## src/tisd_pkg.sv

```systemverilog
`default_nettype none
package tisd_pkg;

   typedef enum logic [2:0] {
      PH_HEADER,
      PH_EXT_TAG,
      PH_LEN_SEL,
      PH_LEN_MORE,
      PH_CONTENT
   } phase_type;

   localparam logic [1:0] KIND_DATA  = 2'd0;
   localparam logic [1:0] KIND_OPEN  = 2'd1;
   localparam logic [1:0] KIND_CLOSE = 2'd2;

   localparam logic [3:0] TAG_EXT_NIBBLE = 4'hF;
   localparam logic [2:0] LVT_EXT        = 3'd5;
   localparam logic [2:0] LVT_OPEN       = 3'd6;
   localparam logic [2:0] LVT_CLOSE      = 3'd7;
   localparam logic [7:0] LEN_SEL_16     = 8'd254;
   localparam logic [7:0] LEN_SEL_32     = 8'd255;

   typedef struct packed {
      logic [7:0]  tag_id;
      logic        is_context;
      logic [1:0]  item_kind;
      logic [31:0] content_length;
      logic [31:0] unsigned_value;
      logic [2:0]  header_bytes;
   } rsp_payload_type;

   typedef struct packed {
      logic            emit;
      rsp_payload_type payload;
   } parse_result_type;

endpackage
`default_nettype wire

```

## src/tisd_if.sv

```systemverilog
`default_nettype none
interface tisd_req_if;
   logic       valid;
   logic       ready;
   logic [7:0] data_byte;
   logic       restart;

   modport source (output valid, output data_byte, output restart, input ready);
   modport sink   (input valid, input data_byte, input restart, output ready);
endinterface

interface tisd_rsp_if;
   logic        valid;
   logic        ready;
   logic [7:0]  tag_id;
   logic        is_context;
   logic [1:0]  item_kind;
   logic [31:0] content_length;
   logic [31:0] unsigned_value;
   logic [2:0]  header_bytes;

   modport source (output valid, output tag_id, output is_context, output item_kind,
                   output content_length, output unsigned_value, output header_bytes,
                   input ready);
   modport sink   (input valid, input tag_id, input is_context, input item_kind,
                   input content_length, input unsigned_value, input header_bytes,
                   output ready);
endinterface
`default_nettype wire

```

## src/tisd_parser.sv

```systemverilog
`default_nettype none
module tisd_parser
   import tisd_pkg::*;
(
   input  wire logic             clock,
   input  wire logic             reset,
   input  wire logic             step,
   input  wire logic [7:0]       data_byte,
   input  wire logic             restart,
   output parse_result_type      result
);

   phase_type   phase_ff, phase_in;
   logic [7:0]  tag_ff, tag_in;
   logic        class_ff, class_in;
   logic [31:0] len_ff, len_in;
   logic [2:0]  ext_left_ff, ext_left_in;
   logic [31:0] content_left_ff, content_left_in;
   logic [31:0] value_ff, value_in;
   logic [2:0]  hdr_count_ff, hdr_count_in;

   always_ff @(posedge clock) begin
      if (reset) begin
         phase_ff        <= PH_HEADER;
         tag_ff          <= '0;
         class_ff        <= 1'b0;
         len_ff          <= '0;
         ext_left_ff     <= '0;
         content_left_ff <= '0;
         value_ff        <= '0;
         hdr_count_ff    <= '0;
      end else if (step) begin
         phase_ff        <= phase_in;
         tag_ff          <= tag_in;
         class_ff        <= class_in;
         len_ff          <= len_in;
         ext_left_ff     <= ext_left_in;
         content_left_ff <= content_left_in;
         value_ff        <= value_in;
         hdr_count_ff    <= hdr_count_in;
      end
   end

   always_comb begin
      phase_type   cur;
      logic        do_tag;
      logic        do_len;
      logic [2:0]  lvt;
      logic [2:0]  ext_dec;
      logic [31:0] cl_dec;
      logic        short_len;

      cur             = restart ? PH_HEADER : phase_ff;
      phase_in        = cur;
      tag_in          = tag_ff;
      class_in        = class_ff;
      len_in          = len_ff;
      ext_left_in     = ext_left_ff;
      content_left_in = content_left_ff;
      value_in        = value_ff;
      hdr_count_in    = hdr_count_ff;
      do_tag          = 1'b0;
      do_len          = 1'b0;
      lvt             = len_ff[2:0];
      ext_dec         = ext_left_ff - 3'd1;
      cl_dec          = content_left_ff - 32'd1;
      short_len       = (len_ff >= 32'd1) && (len_ff <= 32'd4);
      result          = '0;

      unique case (cur)
         PH_HEADER: begin
            class_in        = data_byte[3];
            tag_in          = {4'd0, data_byte[7:4]};
            len_in          = {29'd0, data_byte[2:0]};
            lvt             = data_byte[2:0];
            hdr_count_in    = 3'd1;
            ext_left_in     = '0;
            content_left_in = '0;
            value_in        = '0;
            if (data_byte[7:4] == TAG_EXT_NIBBLE) phase_in = PH_EXT_TAG;
            else do_tag = 1'b1;
         end
         PH_EXT_TAG: begin
            tag_in       = data_byte;
            hdr_count_in = hdr_count_ff + 3'd1;
            do_tag       = 1'b1;
         end
         PH_LEN_SEL: begin
            hdr_count_in = hdr_count_ff + 3'd1;
            if (data_byte < LEN_SEL_16) begin
               len_in = {24'd0, data_byte};
               do_len = 1'b1;
            end else begin
               ext_left_in = (data_byte == LEN_SEL_32) ? 3'd4 : 3'd2;
               len_in      = '0;
               phase_in    = PH_LEN_MORE;
            end
         end
         PH_LEN_MORE: begin
            hdr_count_in = hdr_count_ff + 3'd1;
            len_in       = {len_ff[23:0], data_byte};
            ext_left_in  = ext_dec;
            if (ext_dec == 3'd0) do_len = 1'b1;
         end
         PH_CONTENT: begin
            if (short_len) value_in = {value_ff[23:0], data_byte};
            content_left_in = cl_dec;
            if (cl_dec == 32'd0) begin
               result.emit                   = 1'b1;
               result.payload.item_kind      = KIND_DATA;
               result.payload.content_length = len_ff;
               result.payload.unsigned_value = short_len ? value_in : 32'd0;
               phase_in                      = PH_HEADER;
            end
         end
         default: phase_in = PH_HEADER;
      endcase

      // tag known: opening/closing tags finish here, field 5 reads an extension
      if (do_tag) begin
         if (class_in && (lvt == LVT_OPEN)) begin
            result.emit                   = 1'b1;
            result.payload.item_kind      = KIND_OPEN;
            result.payload.content_length = 32'd6;
            phase_in                      = PH_HEADER;
         end else if (class_in && (lvt == LVT_CLOSE)) begin
            result.emit                   = 1'b1;
            result.payload.item_kind      = KIND_CLOSE;
            result.payload.content_length = 32'd7;
            phase_in                      = PH_HEADER;
         end else if (lvt == LVT_EXT) begin
            phase_in = PH_LEN_SEL;
         end else begin
            len_in = {29'd0, lvt};
            do_len = 1'b1;
         end
      end

      // length known: zero length finishes on the header
      if (do_len) begin
         if (len_in == 32'd0) begin
            result.emit                   = 1'b1;
            result.payload.item_kind      = KIND_DATA;
            result.payload.content_length = 32'd0;
            phase_in                      = PH_HEADER;
         end else begin
            content_left_in = len_in;
            value_in        = '0;
            phase_in        = PH_CONTENT;
         end
      end

      result.payload.tag_id       = tag_in;
      result.payload.is_context   = class_in;
      result.payload.header_bytes = hdr_count_in;
   end

endmodule
`default_nettype wire

```

## src/tagged_item_stream_decoder_top.sv

```systemverilog
// Tagged item stream decoder: takes one byte of a tagged stream per transfer on
// req_if and gives one result on rsp_if for each completed tag (data item,
// opening or closing tag). A byte is accepted every cycle while the result
// side keeps up; a result is shown on rsp_if once its last byte has landed
// in the input register and the single parse step has run into the result
// register; that step waits while a shown result is not taken on rsp_if.
// restart forces the byte to be read as a new header and drops any partial
// item. No configuration; the parser returns to header state on reset.
`default_nettype none
module tagged_item_stream_decoder_top
   import tisd_pkg::*;
(
   input  wire logic  clock,
   input  wire logic  reset,
   tisd_req_if.sink   req_if,
   tisd_rsp_if.source rsp_if
);

   logic            in_valid_ff, in_valid_in;
   logic [7:0]      in_byte_ff;
   logic            in_restart_ff;
   logic            out_valid_ff, out_valid_in;
   rsp_payload_type out_ff;
   logic            advance;
   logic            step;
   logic            req_take;
   parse_result_type result;

   assign advance      = !out_valid_ff || rsp_if.ready;
   assign step         = in_valid_ff && advance;
   assign req_if.ready = !in_valid_ff || advance;
   assign req_take     = req_if.valid && req_if.ready;

   assign in_valid_in  = req_take ? 1'b1 : (step ? 1'b0 : in_valid_ff);
   assign out_valid_in = advance ? (step && result.emit) : out_valid_ff;

   always_ff @(posedge clock) begin
      if (reset) begin
         in_valid_ff  <= 1'b0;
         out_valid_ff <= 1'b0;
      end else begin
         in_valid_ff  <= in_valid_in;
         out_valid_ff <= out_valid_in;
      end
   end

   always_ff @(posedge clock) begin
      if (req_take) begin
         in_byte_ff    <= req_if.data_byte;
         in_restart_ff <= req_if.restart;
      end
      if (step && result.emit) out_ff <= result.payload;
   end

   tisd_parser u_parser (
      .clock     (clock),
      .reset     (reset),
      .step      (step),
      .data_byte (in_byte_ff),
      .restart   (in_restart_ff),
      .result    (result)
   );

   assign rsp_if.valid          = out_valid_ff;
   assign rsp_if.tag_id         = out_ff.tag_id;
   assign rsp_if.is_context     = out_ff.is_context;
   assign rsp_if.item_kind      = out_ff.item_kind;
   assign rsp_if.content_length = out_ff.content_length;
   assign rsp_if.unsigned_value = out_ff.unsigned_value;
   assign rsp_if.header_bytes   = out_ff.header_bytes;

endmodule
`default_nettype wire

```

## src/flat_wrapper.sv

```systemverilog
// flat-port wrapper written by rule: the top's interface ports become plain ports
module tagged_item_stream_decoder_top_flat import tisd_pkg::*;
  (clock, reset, req_if_valid, req_if_data_byte, req_if_restart, req_if_ready, rsp_if_valid, rsp_if_tag_id, rsp_if_is_context, rsp_if_item_kind, rsp_if_content_length, rsp_if_unsigned_value, rsp_if_header_bytes, rsp_if_ready);
  tisd_req_if req_if_i ();
  tisd_rsp_if rsp_if_i ();
  input  wire logic clock;
  input  wire logic reset;
  input wire logic [$bits(req_if_i.valid)-1:0] req_if_valid;
  input wire logic [$bits(req_if_i.data_byte)-1:0] req_if_data_byte;
  input wire logic [$bits(req_if_i.restart)-1:0] req_if_restart;
  output wire logic [$bits(req_if_i.ready)-1:0] req_if_ready;
  output wire logic [$bits(rsp_if_i.valid)-1:0] rsp_if_valid;
  output wire logic [$bits(rsp_if_i.tag_id)-1:0] rsp_if_tag_id;
  output wire logic [$bits(rsp_if_i.is_context)-1:0] rsp_if_is_context;
  output wire logic [$bits(rsp_if_i.item_kind)-1:0] rsp_if_item_kind;
  output wire logic [$bits(rsp_if_i.content_length)-1:0] rsp_if_content_length;
  output wire logic [$bits(rsp_if_i.unsigned_value)-1:0] rsp_if_unsigned_value;
  output wire logic [$bits(rsp_if_i.header_bytes)-1:0] rsp_if_header_bytes;
  input wire logic [$bits(rsp_if_i.ready)-1:0] rsp_if_ready;
  assign req_if_i.valid = req_if_valid;
  assign req_if_i.data_byte = req_if_data_byte;
  assign req_if_i.restart = req_if_restart;
  assign req_if_ready = req_if_i.ready;
  assign rsp_if_valid = rsp_if_i.valid;
  assign rsp_if_tag_id = rsp_if_i.tag_id;
  assign rsp_if_is_context = rsp_if_i.is_context;
  assign rsp_if_item_kind = rsp_if_i.item_kind;
  assign rsp_if_content_length = rsp_if_i.content_length;
  assign rsp_if_unsigned_value = rsp_if_i.unsigned_value;
  assign rsp_if_header_bytes = rsp_if_i.header_bytes;
  assign rsp_if_i.ready = rsp_if_ready;
  tagged_item_stream_decoder_top u_core (.clock(clock), .reset(reset), .req_if(req_if_i), .rsp_if(rsp_if_i));
endmodule
```

## config.mk

```make
export PLATFORM = sky130hd
export DESIGN_NAME = tagged_item_stream_decoder_top_flat
export DESIGN_NICKNAME = d
export VERILOG_FILES = /design/src/tisd_pkg.sv /design/src/tisd_if.sv /design/src/tisd_parser.sv /design/src/tagged_item_stream_decoder_top.sv /design/src/flat_wrapper.sv
export SDC_FILE = /design/constraint.sdc
export NUM_CORES = 1
export LEC_CHECK = 0
export BUFFER_PORTS_ARGS = -buffer_cell sky130_fd_sc_hd__buf_2
export CAP_MARGIN = 20
export CORE_ASPECT_RATIO = 0.8
export CORE_UTILIZATION = 45
export DETAILED_ROUTE_END_ITERATION = 7
export PLACE_DENSITY = 0.67
export SETUP_SLACK_MARGIN = 0.2
export SKIP_LAST_GASP = 1
export SLEW_MARGIN = 40
export SYNTH_ARGS = -nofsm -noshare
export SYNTH_HDL_FRONTEND = slang
export SYNTH_SLANG_ARGS = --single-unit
```

## constraint.sdc

```tcl
create_clock -name clock -period 5.9 [get_ports clock]
set_clock_uncertainty 0.05 [all_clocks]
set_input_delay 1.18 -clock clock [delete_from_list [all_inputs] [get_ports clock]]
set_output_delay 1.18 -clock clock [all_outputs]
set_load 0.02 [all_outputs]
```

* Yosys cells after proc, flatten, opt, wreduce, memory -nomap -nowiden
Cells that the tools add are included.
** Word-level totals
- Flip-flop bits (word level) :: 203
- Output and inout bits :: 80
- Logic and storage cells :: 111
** Cells by class
- $add $sub $neg :: 3
- $lt $le $gt $ge :: 3
- Equal/unequal tests :: 10
- Multiplexer cells :: 57
- Reduce and logical (&&, ||, !) cells :: 20
** Operators by type and width (number)
- $mux 32 :: 10
- $mux 34 :: 5
- $mux 64 :: 2
- $pmux 32 s2 :: 2
- $pmux 32 s3 :: 1
- $logic_not 32->1 :: 2
- $mux 3 :: 13
- $ge 32x1->1 const B :: 1
- $le 32x3->1 const B :: 1
- $sub 32x1->32 const B :: 1
- $mux 1 :: 17
- $pmux 8 s2 :: 1
- $eq 3x3->1 const B :: 4
- $pmux 3 s4 :: 1
- $pmux 3 s3 :: 1
- $eq 8x8->1 const B :: 1
- $lt 8x8->1 const B :: 1
- $mux 8 :: 1
- $eq 3x2->1 const B :: 2
- $logic_and 1x1->1 :: 6
- $logic_not 3->1 :: 2
- $pmux 3 s2 :: 1
- $reduce_and 3->1 :: 2
- $eq 4x4->1 const B :: 1
- other kinds (11) :: 14

* Logic depth before layout (Yosys ltp)
Gate-level depths: netlist (run 1).
- Word-level depth :: 12
- Mapped depth :: 13
- Depth with buffers taken out :: 10

* Hierarchy
From an unflattened synthesis (run 1), not the netlist that was laid out.
** Second synthesis, totals
- Cell total of the unflattened synthesis :: 1159
- Area, all modules :: 10352.4 um^2
** Modules (own cells, without submodules)
- tisd_parser :: instances 1, cells each 1061, area an instance 7637.3 um^2
- tagged_item_stream_decoder_top :: instances 1, cells each 98, area an instance 2715.1 um^2

* Worst setup path before layout (run 1)
OpenSTA, ideal clock, no wires.
- Kind :: register -> register
- Start :: register u_core.u_parser.content_left_ff[22]
- End :: register u_core.out_ff, in the netlist u_core.rsp_if.content_length[0] (enable)
- Data arrival time :: 5938 ps
- Required time :: 5335 ps
- Setup slack :: -603 ps
- Stages on the path, launching flop included :: 11
- Path buffers :: 2
- Clock period less this slack :: 6503 ps
- Path through :: dfxtp_1 -> clkbuf_1 -> or4_1 -> nor4_2 -> and4_1 -> xor2_1 -> or4_4 -> nor4_4 -> clkbuf_2 -> nor2_1 -> nor2_1
** On the way
- Word-level cells in the longest chain between the ends :: 10
** Ends and longest elaborated chain
- from (decl) :: RTL line tisd_parser.sv:18 : logic [31:0] content_left_ff, content_left_in;
- from (signal assigned) :: RTL line tisd_parser.sv:38 : content_left_ff <= content_left_in;
- $sub 32x1->32 * :: RTL line tisd_parser.sv:66 : cl_dec = content_left_ff - 32'd1;
- $logic_not 32->1 * :: RTL line tisd_parser.sv:108 : if (cl_dec == 32'd0) begin
- $mux 1 * :: RTL line tisd_parser.sv:108
- $mux 1 * :: RTL line tisd_parser.sv:70 : unique case (cur)
- $mux 1 :: RTL line tisd_parser.sv:126 : end else if (class_in && (lvt == LVT_CLOSE)) begin
- $mux 1 :: RTL line tisd_parser.sv:121 : if (class_in && (lvt == LVT_OPEN)) begin
- $mux 1 * :: RTL line tisd_parser.sv:120 : if (do_tag) begin
- $mux 1 :: RTL line tisd_parser.sv:141 : if (len_in == 32'd0) begin
- $mux 1 * :: RTL line tisd_parser.sv:140 : if (do_len) begin
- $logic_and 1x1->1 * :: RTL line tagged_item_stream_decoder_top.sv:52 : if (step && result.emit) out_ff <= result.payload;
- to (signal assigned) :: RTL line tagged_item_stream_decoder_top.sv:52
- to (decl) :: RTL line tagged_item_stream_decoder_top.sv:23 : rsp_payload_type out_ff;
Mark *: on every way between the ends. The rest lies on a longest branch, timed or not.
A chain may end at the register's enable or synchronous reset.

* Worst setup path in the final report (run 1)
- Start :: register u_core.in_restart_ff
- End :: register u_core.out_ff, in the netlist u_core.rsp_if.content_length[9] (enable)
** On the way
- Word-level cells in the longest chain between the ends :: 12
- Elaborated cells between the ends (all ways) :: 32
- Classes of those cells :: eq/ne: 7; mux: 20; reduce/logical: 5
** Ends and longest elaborated chain
- from (decl) :: RTL line tagged_item_stream_decoder_top.sv:21 : logic in_restart_ff;
- from (signal assigned) :: RTL line tagged_item_stream_decoder_top.sv:50 : in_restart_ff <= req_if.restart;
- $mux 3 * :: RTL line tisd_parser.sv:53 : cur = restart ? PH_HEADER : phase_ff;
- $logic_not 3->1 :: RTL line tisd_parser.sv:70
- $mux 3 :: RTL line tisd_parser.sv:70
- $eq 3x3->1, on equally long branches :: RTL line tisd_parser.sv:131, tisd_parser.sv:126
- $mux 32 / $logic_and 1x1->1 (equally long branches) :: RTL line tisd_parser.sv:131, tisd_parser.sv:126
- $mux 32 :: RTL line tisd_parser.sv:126
- $mux 32 :: RTL line tisd_parser.sv:121
- $mux 32 :: RTL line tisd_parser.sv:120
- $logic_not 32->1 :: RTL line tisd_parser.sv:141
- $mux 1 :: RTL line tisd_parser.sv:141
- $mux 1 * :: RTL line tisd_parser.sv:140
- $logic_and 1x1->1 * :: RTL line tagged_item_stream_decoder_top.sv:52
Marked as above.

==> results by group, run 1 <==
Status
  – Outcome: complete, but fails checks
  – Violated checks: DRC

Timing
  – PnR worst setup slack: approximately 1.8 ns
  – Fmax: about 0.25 GHz
  – # setup viols final: 0
  – Final setup TNS: 0 ns
  – Final worst path period need: approximately 4 ns
  – Slew HR: 0.3959
  – Slew at the pin closest to its max-slew limit: 0.8944 ns
  – Fin. max-slew vios: 0
  – Final worst-path cycle share: 0.6864
  – WHS: a little over 0.4 ns
  – Final Hold Fails: 0
  – RSZ-0062 raised after global routing: false

Die
  – Die height: around 130 um
  – Chip width: ~170 um
  – Number of top-level pins: a little over 90
  – Die area: approximately 22000 um2
  – Site Rows: 47
  – Initial Util: 0.4668
  – Area of the core: about 21000 um2

Setup path
  – Crit. End Element: register
  – Setup CP Type: register to register
  – Crit path max fanout: between 60 and 70
  – R2R setup slack: 1.85 ns
  – CP max-delay cell: edfxtp_1
  – Worst-case reg-to-reg path depth: 10
  – CP Cell Sequence: buf_4 -> inv_1 -> and2_1 -> a32o_2 -> nor4_2 -> nand2_1 -> o31ai_1 -> nor2_1 -> nor2_4 -> buf_12
  – R2R Path Start: u_core.in_restart_ff
  – Worst Setup Start Kind: register
  – Reg-to-Reg End: u_core.rsp_if.content_length[9]
  – WP data required: approximately 6.0 ns
  – CP peak stage delay: roughly 0.56 ns
  – WP data arrival: ~4.1 ns

Detailed routing
  – Wire per inst: about 20 um
  – Iter 0 DRT Violations: roughly 1.4k
  – Detail Route Antenna Nets: 0
  – DR DRC count: 8
  – DRT Wirelength: approximately 28 mm
  – DRT Pass-1 Iters: 8
  – Vias: between 8k and 9k
  – Vias per cell: around 6

Synthesis
  – Dominant cells by area after synthesis: edfxtp_1 27%, dfxtp_1 22%, nand2_1 4.9%
  – Sequential cell area fraction in the yosys report: 0.4872
  – Cell taking the most area after synthesis: edfxtp_1
  – Synth cell types: 77
  – Net Count, Synth: between 1k and 1.5k
  – Mapped Area: between 9000 and 10000 um2
  – Count leader, synth: nand2_1
  – Mapped Cells: 1057
  – Yosys reg bits: between 150 and 200
  – Post-synth top area share: 0.2666
  – FFs w/ async S/R, synth: 0
  – Top cells by count, synth: 129 x nand2_1, 108 x dfxtp_1, 87 x edfxtp_1
  – EDFF count, synth: a little under 90
  – Mean Syn Cell Area: 9.272 um2
  – Synth Flop Type: dfxtp_1
  – Synth warn: 0

Worst hold path
  – Hold Path End: u_core.u_parser.tag_ff[7]
  – Hold Startpoint: u_core.u_parser.tag_ff[7]
  – Worst Hold Class: register to register
  – Hold Path Depth: 2

Finish
  – Area growth syn-to-layout: 12.18%
  – Fillers: between 1.5k and 2k
  – Layout Nets: 1115
  – Layout cell share with drive strength beyond 1: 0.1631
  – Layout Cells excl Fill: 1379
  – Antenna diode count: 0

Clocking
  – Worst-path clk slew: 0.08 ns
  – H-tree levels: 4
  – Num CTS Buffers: 17
  – Sink Count: 195
  – CTS resizes: 0
  – CTS tree: done
  – Clk Latency, worst-skew pair: between 0.4 and 0.5 ns
  – Number of post-CTS setup repair buffers: 0
  – Clk buf depth: 2
  – Hold buffer count at CTS: 0
  – Clock root buffer master: clkbuf_16

Power and ir drop
  – Net Switching: between 0.0009 and 0.001 W
  – Internal: 0.002171 W
  – P per Cell Area: roughly 280 nW/um2
  – Clock Power Share: 0.396
  – Overall Power: roughly 0.003 W
  – Leak: between 4 and 5 nW
  – Share of total power in combinational logic: 0.123
  – Max IR drop VDD: roughly 0.00018 V
  – Seq pwr share: 0.481
  – Sw frac: 0.2961

GRT
  – GR Layer Usage met3: 0.05075
  – Global-route wire length before repair: approximately 44 mm
  – GRT overflow: 0
  – GRT Max-Usage Layer: met1
  – Vias in the first global route: between 7k and 8k
  – Gr usage total: 0.2499
  – Initial antenna violation count: 0
  – Met2 Use GR: 0.3375
  – Pin count of the biggest net entering global routing: 67
  – Met1 Track Usage GR: 0.3921

Placement
  – Dpl ws: around 1.9 ns
  – Inst Count DP: 1347
  – DPL Wire Length: roughly 18 mm
  – GPL Wtd Cong: 0.9385
  – # port buffers: about 90

Run
  – Max-Cap Viols: 0
-- cells in the final DEF, fill, tap and decap left out, types with 6 or more instances in the layout --
| master | count |
|---|---|
| a22o_1 | 38 |
| o21ai_0 | 59 |
| clkbuf_16 | 17 |
| nand3_1 | 51 |
| a221o_1 | 7 |
| dfxtp_1 | 107 |
| nand2_1 | 128 |
| xor2_1 | 7 |
| nand4_1 | 6 |
| nor4_1 | 15 |
| and3_1 | 34 |
| o41ai_2 | 6 |
| a22oi_1 | 13 |
| nand2b_1 | 12 |
| or4_1 | 6 |
| or3_1 | 9 |
| mux2i_1 | 6 |
| nor3_1 | 29 |
| o211ai_1 | 13 |
| and2_1 | 32 |
| o311a_1 | 6 |
| nor2b_1 | 8 |
| inv_1 | 19 |
| buf_4 | 18 |
| clkinv_8 | 7 |
| a21oi_1 | 77 |
| buf_2 | 92 |
| nor2_1 | 76 |
| a31oi_1 | 7 |
| edfxtp_1 | 87 |
-- cell type report --
type	instances	area [um2]	share of cell area
multi-input cells	752	4551	0.4139
well taps	269	336.6	0.03061
flip-flops and latches	195	4776	0.4344
repair buffers	111	615.6	0.05599
clock inverters	15	215.2	0.01957
clock buffers	17	425.4	0.03869
inverters	20	75.07	0.006828
-- stage by stage --
stage	instance area, um2	utilization
floorplan	9803	-
global placement	10310	0.4910
detailed placement	10350	0.4931
CTS	10990	0.5236
global route	10990	0.5237
finish	10990	0.5237
-- worst max path at each step --
stage                                        startpoint                                  end  slack (ns)  cells after the start
floorplan           u_core.u_parser.content_left_ff[22]      u_core.rsp_if.content_length[0]        0.71                     10
global placement                           rsp_if_ready  u_core.u_parser.content_left_ff[17]        1.95                      9
detailed placement          u_core.u_parser.phase_ff[2]         u_core.u_parser.value_ff[21]        1.88                     10
CTS                         u_core.u_parser.phase_ff[2]         u_core.u_parser.value_ff[21]        1.88                     10
global route                       u_core.in_restart_ff      u_core.rsp_if.content_length[9]        1.57                     10
finish                             u_core.in_restart_ff      u_core.rsp_if.content_length[9]        1.85                     10
-- per-layer routing --
| layer | vias up | part of all wire |
|---|---|---|
| li1 | 3975 | - |
| met1 | 4031 | 0.47 |
| met2 | 452 | 0.41 |
| met3 | 37 | 0.097 |
| met4 | 0 | 0.019 |
| met5 | - | 0 |
-- power by group through the flow --
stage / combinational [W] / sequential (W) / clock [W]
finish: 0.000378 / 0.00148 / 0.00122
global route: 0.000412 / 0.00149 / 0.00128
CTS: 0.000371 / 0.00148 / 0.00124
detailed placement: 0.000368 / 0.00151 / 0
global placement: 0.000364 / 0.00151 / 0
floorplan: 0.000291 / 0.00150 / 0
-- worst max-delay path, delay by kind of cell (launching register included) --
kind / cells / cell delay, ns
buffers and inverters: 3 / 1.07
flip-flops: 1 / 0.56
AO/OA/AOI/OAI: 2 / 0.77
AND/OR/NAND/NOR: 5 / 1.18
-- kinds of logic (layout without fill, tap and decap cells) --
family,Yosys count,in the layout,synth area share
and+or+nand+nor,446,446,0.2372
AOI/OAI and AO/OA,283,283,0.1975
DFF,195,195,0.4872
buffers and inverters,110,163,0.05439
xor gates and xnor gates,10,10,0.008937
muxes,8,8,0.008426
adders and majority gates,5,5,0.006383
-- registers in the layout, indices dropped and copies added, names as in the netlist --
name and cells:
u_core.in_byte_ff 8, u_core.u_parser.phase_ff 3, u_core.u_parser.class_ff 1, u_core.rsp_if.unsigned_value 32, u_core.u_parser.tag_ff 8, u_core.u_parser.hdr_count_ff 3, u_core.u_parser.value_ff 24, u_core.u_parser.content_left_ff 32
u_core.in_valid_ff 1, u_core.rsp_if.valid 1, u_core.rsp_if.content_length 32, u_core.rsp_if.tag_id 8, u_core.u_parser.ext_left_ff 3, u_core.rsp_if.is_context 1, u_core.u_parser.len_ff 32, u_core.rsp_if.item_kind 2
u_core.rsp_if.header_bytes 3, u_core.in_restart_ff 1
Note: power is estimated with default switching activity, not from simulation.
==> inputs of run 2 (changes only) <==
--- a/config.mk
+++ b/config.mk
@@ -10,7 +10,7 @@
 export CORE_ASPECT_RATIO = 0.8
 export CORE_UTILIZATION = 45
 export DETAILED_ROUTE_END_ITERATION = 7
-export PLACE_DENSITY = 0.67
+export PLACE_DENSITY = 0.64
 export SETUP_SLACK_MARGIN = 0.2
 export SKIP_LAST_GASP = 1
 export SLEW_MARGIN = 40
==> constraint.sdc (replaced) <==
create_clock -name clock -period 4.2 [get_ports clock]
set_clock_uncertainty 0.05 [all_clocks]
set_input_delay 0.84 -clock clock [delete_from_list [all_inputs] [get_ports clock]]
set_output_delay 0.84 -clock clock [all_outputs]
set_load 0.02 [all_outputs]
==> run 2 against run 1 <==
  * Non-clock buffer count rose by 82
  * Flip-flop and latch count did not move
  * Combinational power rose by 69%
  * The flow now finishes without violations
  * Die area did not move
  * Sequential share of layout area fell by 2.4 points
  * Critical path depth fell by 1
  * Largest power group unchanged
  * Clock-buffer cell count rose by 1
  * Critical endpoint is now u_core.rsp_if.header_bytes[1]
  * Worst hold slack got worse by 0.00093 ns
  * Register-to-register slack got worse by 1.3 ns
  * Design area rose by 5.8%
  * Highest routed layer unchanged
  * First-iteration DRC count fell by 24%
==> results by group, run 2 (synthesis gave the netlist of run 1 again) <==
Setup path
  – CP Cell Sequence: or4_4 -> nor4_4 -> and4_1 -> xor2_1 -> or4_4 -> nor4_4 -> nor2_4 -> nor2_4 -> buf_12
  – WP data arrival: 3.70 ns (-0.40 ns)
  – Setup CP Type: register to register
  – CP Depth: 9 (-1)
  – Worst Setup Start Kind: register
  – CP max-delay cell: or4_4
  – Buf/Inv on CP: 1 (-2)
  – Crit. End Element: register
  – CP peak stage delay: 0.60 ns (+0.04 ns)
  – CP delay by family, top: simple AND/OR/NAND/NOR gates
  – WP data required: 4.28 ns (-1.67 ns)
  – Crit path max fanout: 37 (-44%)
  – Worst-case reg-to-reg path depth: 9 (-1)

Power and ir drop
  – Seq pwr share: 0.467 (-0.014)
  – P per Cell Area: 379.5 nW/um2 (+35%)
  – Max IR drop VDD: 0.0002031 V (+12%)
  – Clock Power Share: 0.389 (-0.007)
  – Share of total power in combinational logic: 0.144 (+0.021)
  – Sw frac: 0.2975 (+0.001364)
  – Leak: 4.477 nW (+9.9%)
  – Internal: 0.003100 W (+43%)
  – Net Switching: 0.001313 W (+44%)

Detailed routing
  – Vias per cell: 5.985 (-2.8%)
  – Iter 0 DRT Violations: 1059 (-24%)
  – Wire per inst: 19.80 um (-1.4%)
  – Vias: 8744 (+2.9%)
  – Detail Route Antenna Nets: 0 (unchanged)
  – DR DRC count: 0 (-8)
  – DRT Wirelength: 28.93 mm (+4.5%)
  – DRT Pass-1 Iters: 8 (unchanged)

Clocking
  – Number of post-CTS setup repair buffers: 0 (unchanged)
  – Hold buffer count at CTS: 0 (unchanged)
  – Clk buf depth: 2 (unchanged)
  – CTS resizes: 0 (unchanged)
  – Worst-path clk slew: 0.08 ns (about the same)
  – Num CTS Buffers: 17 (unchanged)
  – H-tree levels: 4 (unchanged)
  – Clk Latency, worst-skew pair: 0.44 ns (about the same)
  – Sink Count: 195 (unchanged)
  – CTS tree: done
  – Clock root buffer master: clkbuf_16

Timing
  – Slew at the pin closest to its max-slew limit: 0.7218 ns (-0.1726 ns)
  – Slew HR: 0.5137 (+0.1178)
  – Fmax: 0.2762 GHz (+12%)
  – Final setup TNS: 0 ns (unchanged)
  – Final Hold Fails: 0 (unchanged)
  – Fin. max-slew vios: 0 (unchanged)
  – Final worst path period need: 3.620 ns (-0.4296 ns)
  – RSZ-0062 raised after global routing: false
  – # setup viols final: 0 (unchanged)
  – Final worst-path cycle share: 0.8620 (+0.1756)

Finish
  – Antenna diode count: 0 (unchanged)
  – Most frequent cells in the layout: 128 x nand2_1, 108 x dfxtp_1, 96 x buf_4
  – Final core occ: 0.5539 (+0.03022)
  – Area growth syn-to-layout: 18.65%
  – Seq. cell area: 4775 um2 (about the same)
  – Most common cell after layout, fill and taps aside: nand2_1
  – Layout cell share with drive strength beyond 1: 0.2164 (+0.05338)
  – Layout Nets: 1197 (+7.4%)
  – Footprint of the multi-input gates: 4531 um2 (-0.44%)
  – Fillers: 1905 (+0.42%)

GRT
  – Pin count of the biggest net entering global routing: 66 (-1.5%)
  – GRT overflow: 0 (unchanged)
  – Vias in the first global route: 7880 (+6.8%)
  – Initial antenna violation count: 0 (unchanged)
  – Gr usage total: 0.2631 (+0.01322)
  – Global-route wire length before repair: 45.73 mm (+5.0%)

Worst hold path
  – Hold Path Depth: 2 (unchanged)
  – Worst Hold Class: register to register

Die
  – Initial Util: 0.4668 (unchanged)
  – Chip width: 167.0 um (unchanged)
  – Die height: 134 um (unchanged)
  – Site Rows: 47 (unchanged)
  – Area of the core: 20990 um2 (unchanged)
  – Number of top-level pins: 93 (unchanged)
  – Die area: 22380 um2 (unchanged)

Placement
  – DPL Wire Length: 20.25 mm (+10%)
  – # port buffers: 92 (unchanged)
  – GPL Wtd Cong: 0.9345 (-0.43%)

Run
  – Max-Cap Viols: 0 (unchanged)

Status
  – Outcome: complete, no violations
==> run 2: changes by cell type in the layout (fill, tap and decap cells not counted), moves of 2 or more <==
cell / delta
buf_4: +78
o41ai_1: +5
o41ai_2: -5
clkinv_8: -3
inv_12: +3
buf_12: +2
buf_8: +2
==> run 2: area by class of cell <==
cell class	count	share of cell area
clock buffers	18	0.03873
repair buffers	193	0.1093
clock inverters	14	0.01635
inverters	20	0.006456
flip-flops and latches	195	0.4106
multi-input cells	752	0.3896
well taps	269	0.02894
==> run 2: metrics by stage <==
stage	hold WS, ns	area, um2	total power, W	setup WS (ns)	cells
after floorplan	0.3866	9847	0.002525	0.01848	1057
after global placement	0.3930	10950	0.002717	0.2052	1427
after detailed placement	0.3965	10980	0.002724	0.6379	1429
after CTS	0.4078	11620	0.004424	0.6079	1461
after global routing	0.4239	11630	0.004578	0.3199	1461
final	0.4074	11630	0.004413	0.5795	1461
==> run 2: path summary, 6_finish.rpt <==
| check | end | slack, ns | from |
|---|---|---|---|
| hold reg to reg | u_core.u_parser.tag_ff[5] | 0.41 | u_core.u_parser.tag_ff[5] |
| hold / removal | u_core.u_parser.tag_ff[5] | 0.41 | u_core.u_parser.tag_ff[5] |
| setup reg to reg | u_core.rsp_if.header_bytes[1] | 0.58 | u_core.u_parser.content_left_ff[22] |
| setup / recovery | u_core.rsp_if.header_bytes[1] | 0.58 | u_core.u_parser.content_left_ff[22] |
==> run 2: tightest hold or removal path, delay by kind of cell (launching register included) <==
kind	cells	cell delay, ns
AND/OR/NAND/NOR	1	0.05
AO/OA/AOI/OAI	1	0.05
flip-flops	1	0.32
==> run 2: routing by layer <==
layer,GRT usage,share of wire,up-vias
met2,0.3603,0.41,405
met5,0,0,-
met1,0.4095,0.48,4139
met3,0.04780,0.085,48
li1,-,-,4152
met4,0.08642,0.021,0
==> run 2: power groups by stage <==
stage / Clock, W / Combinational (W) / Sequential [W]
2_1_floorplan: 0 / 0.000415 / 0.00211
3_3_place_gp: 0 / 0.000616 / 0.00210
3_5_place_dp: 0 / 0.000622 / 0.00210
4_1_cts: 0.00174 / 0.000626 / 0.00206
5_1_grt: 0.00183 / 0.000687 / 0.00206
6_report: 0.00172 / 0.000637 / 0.00206
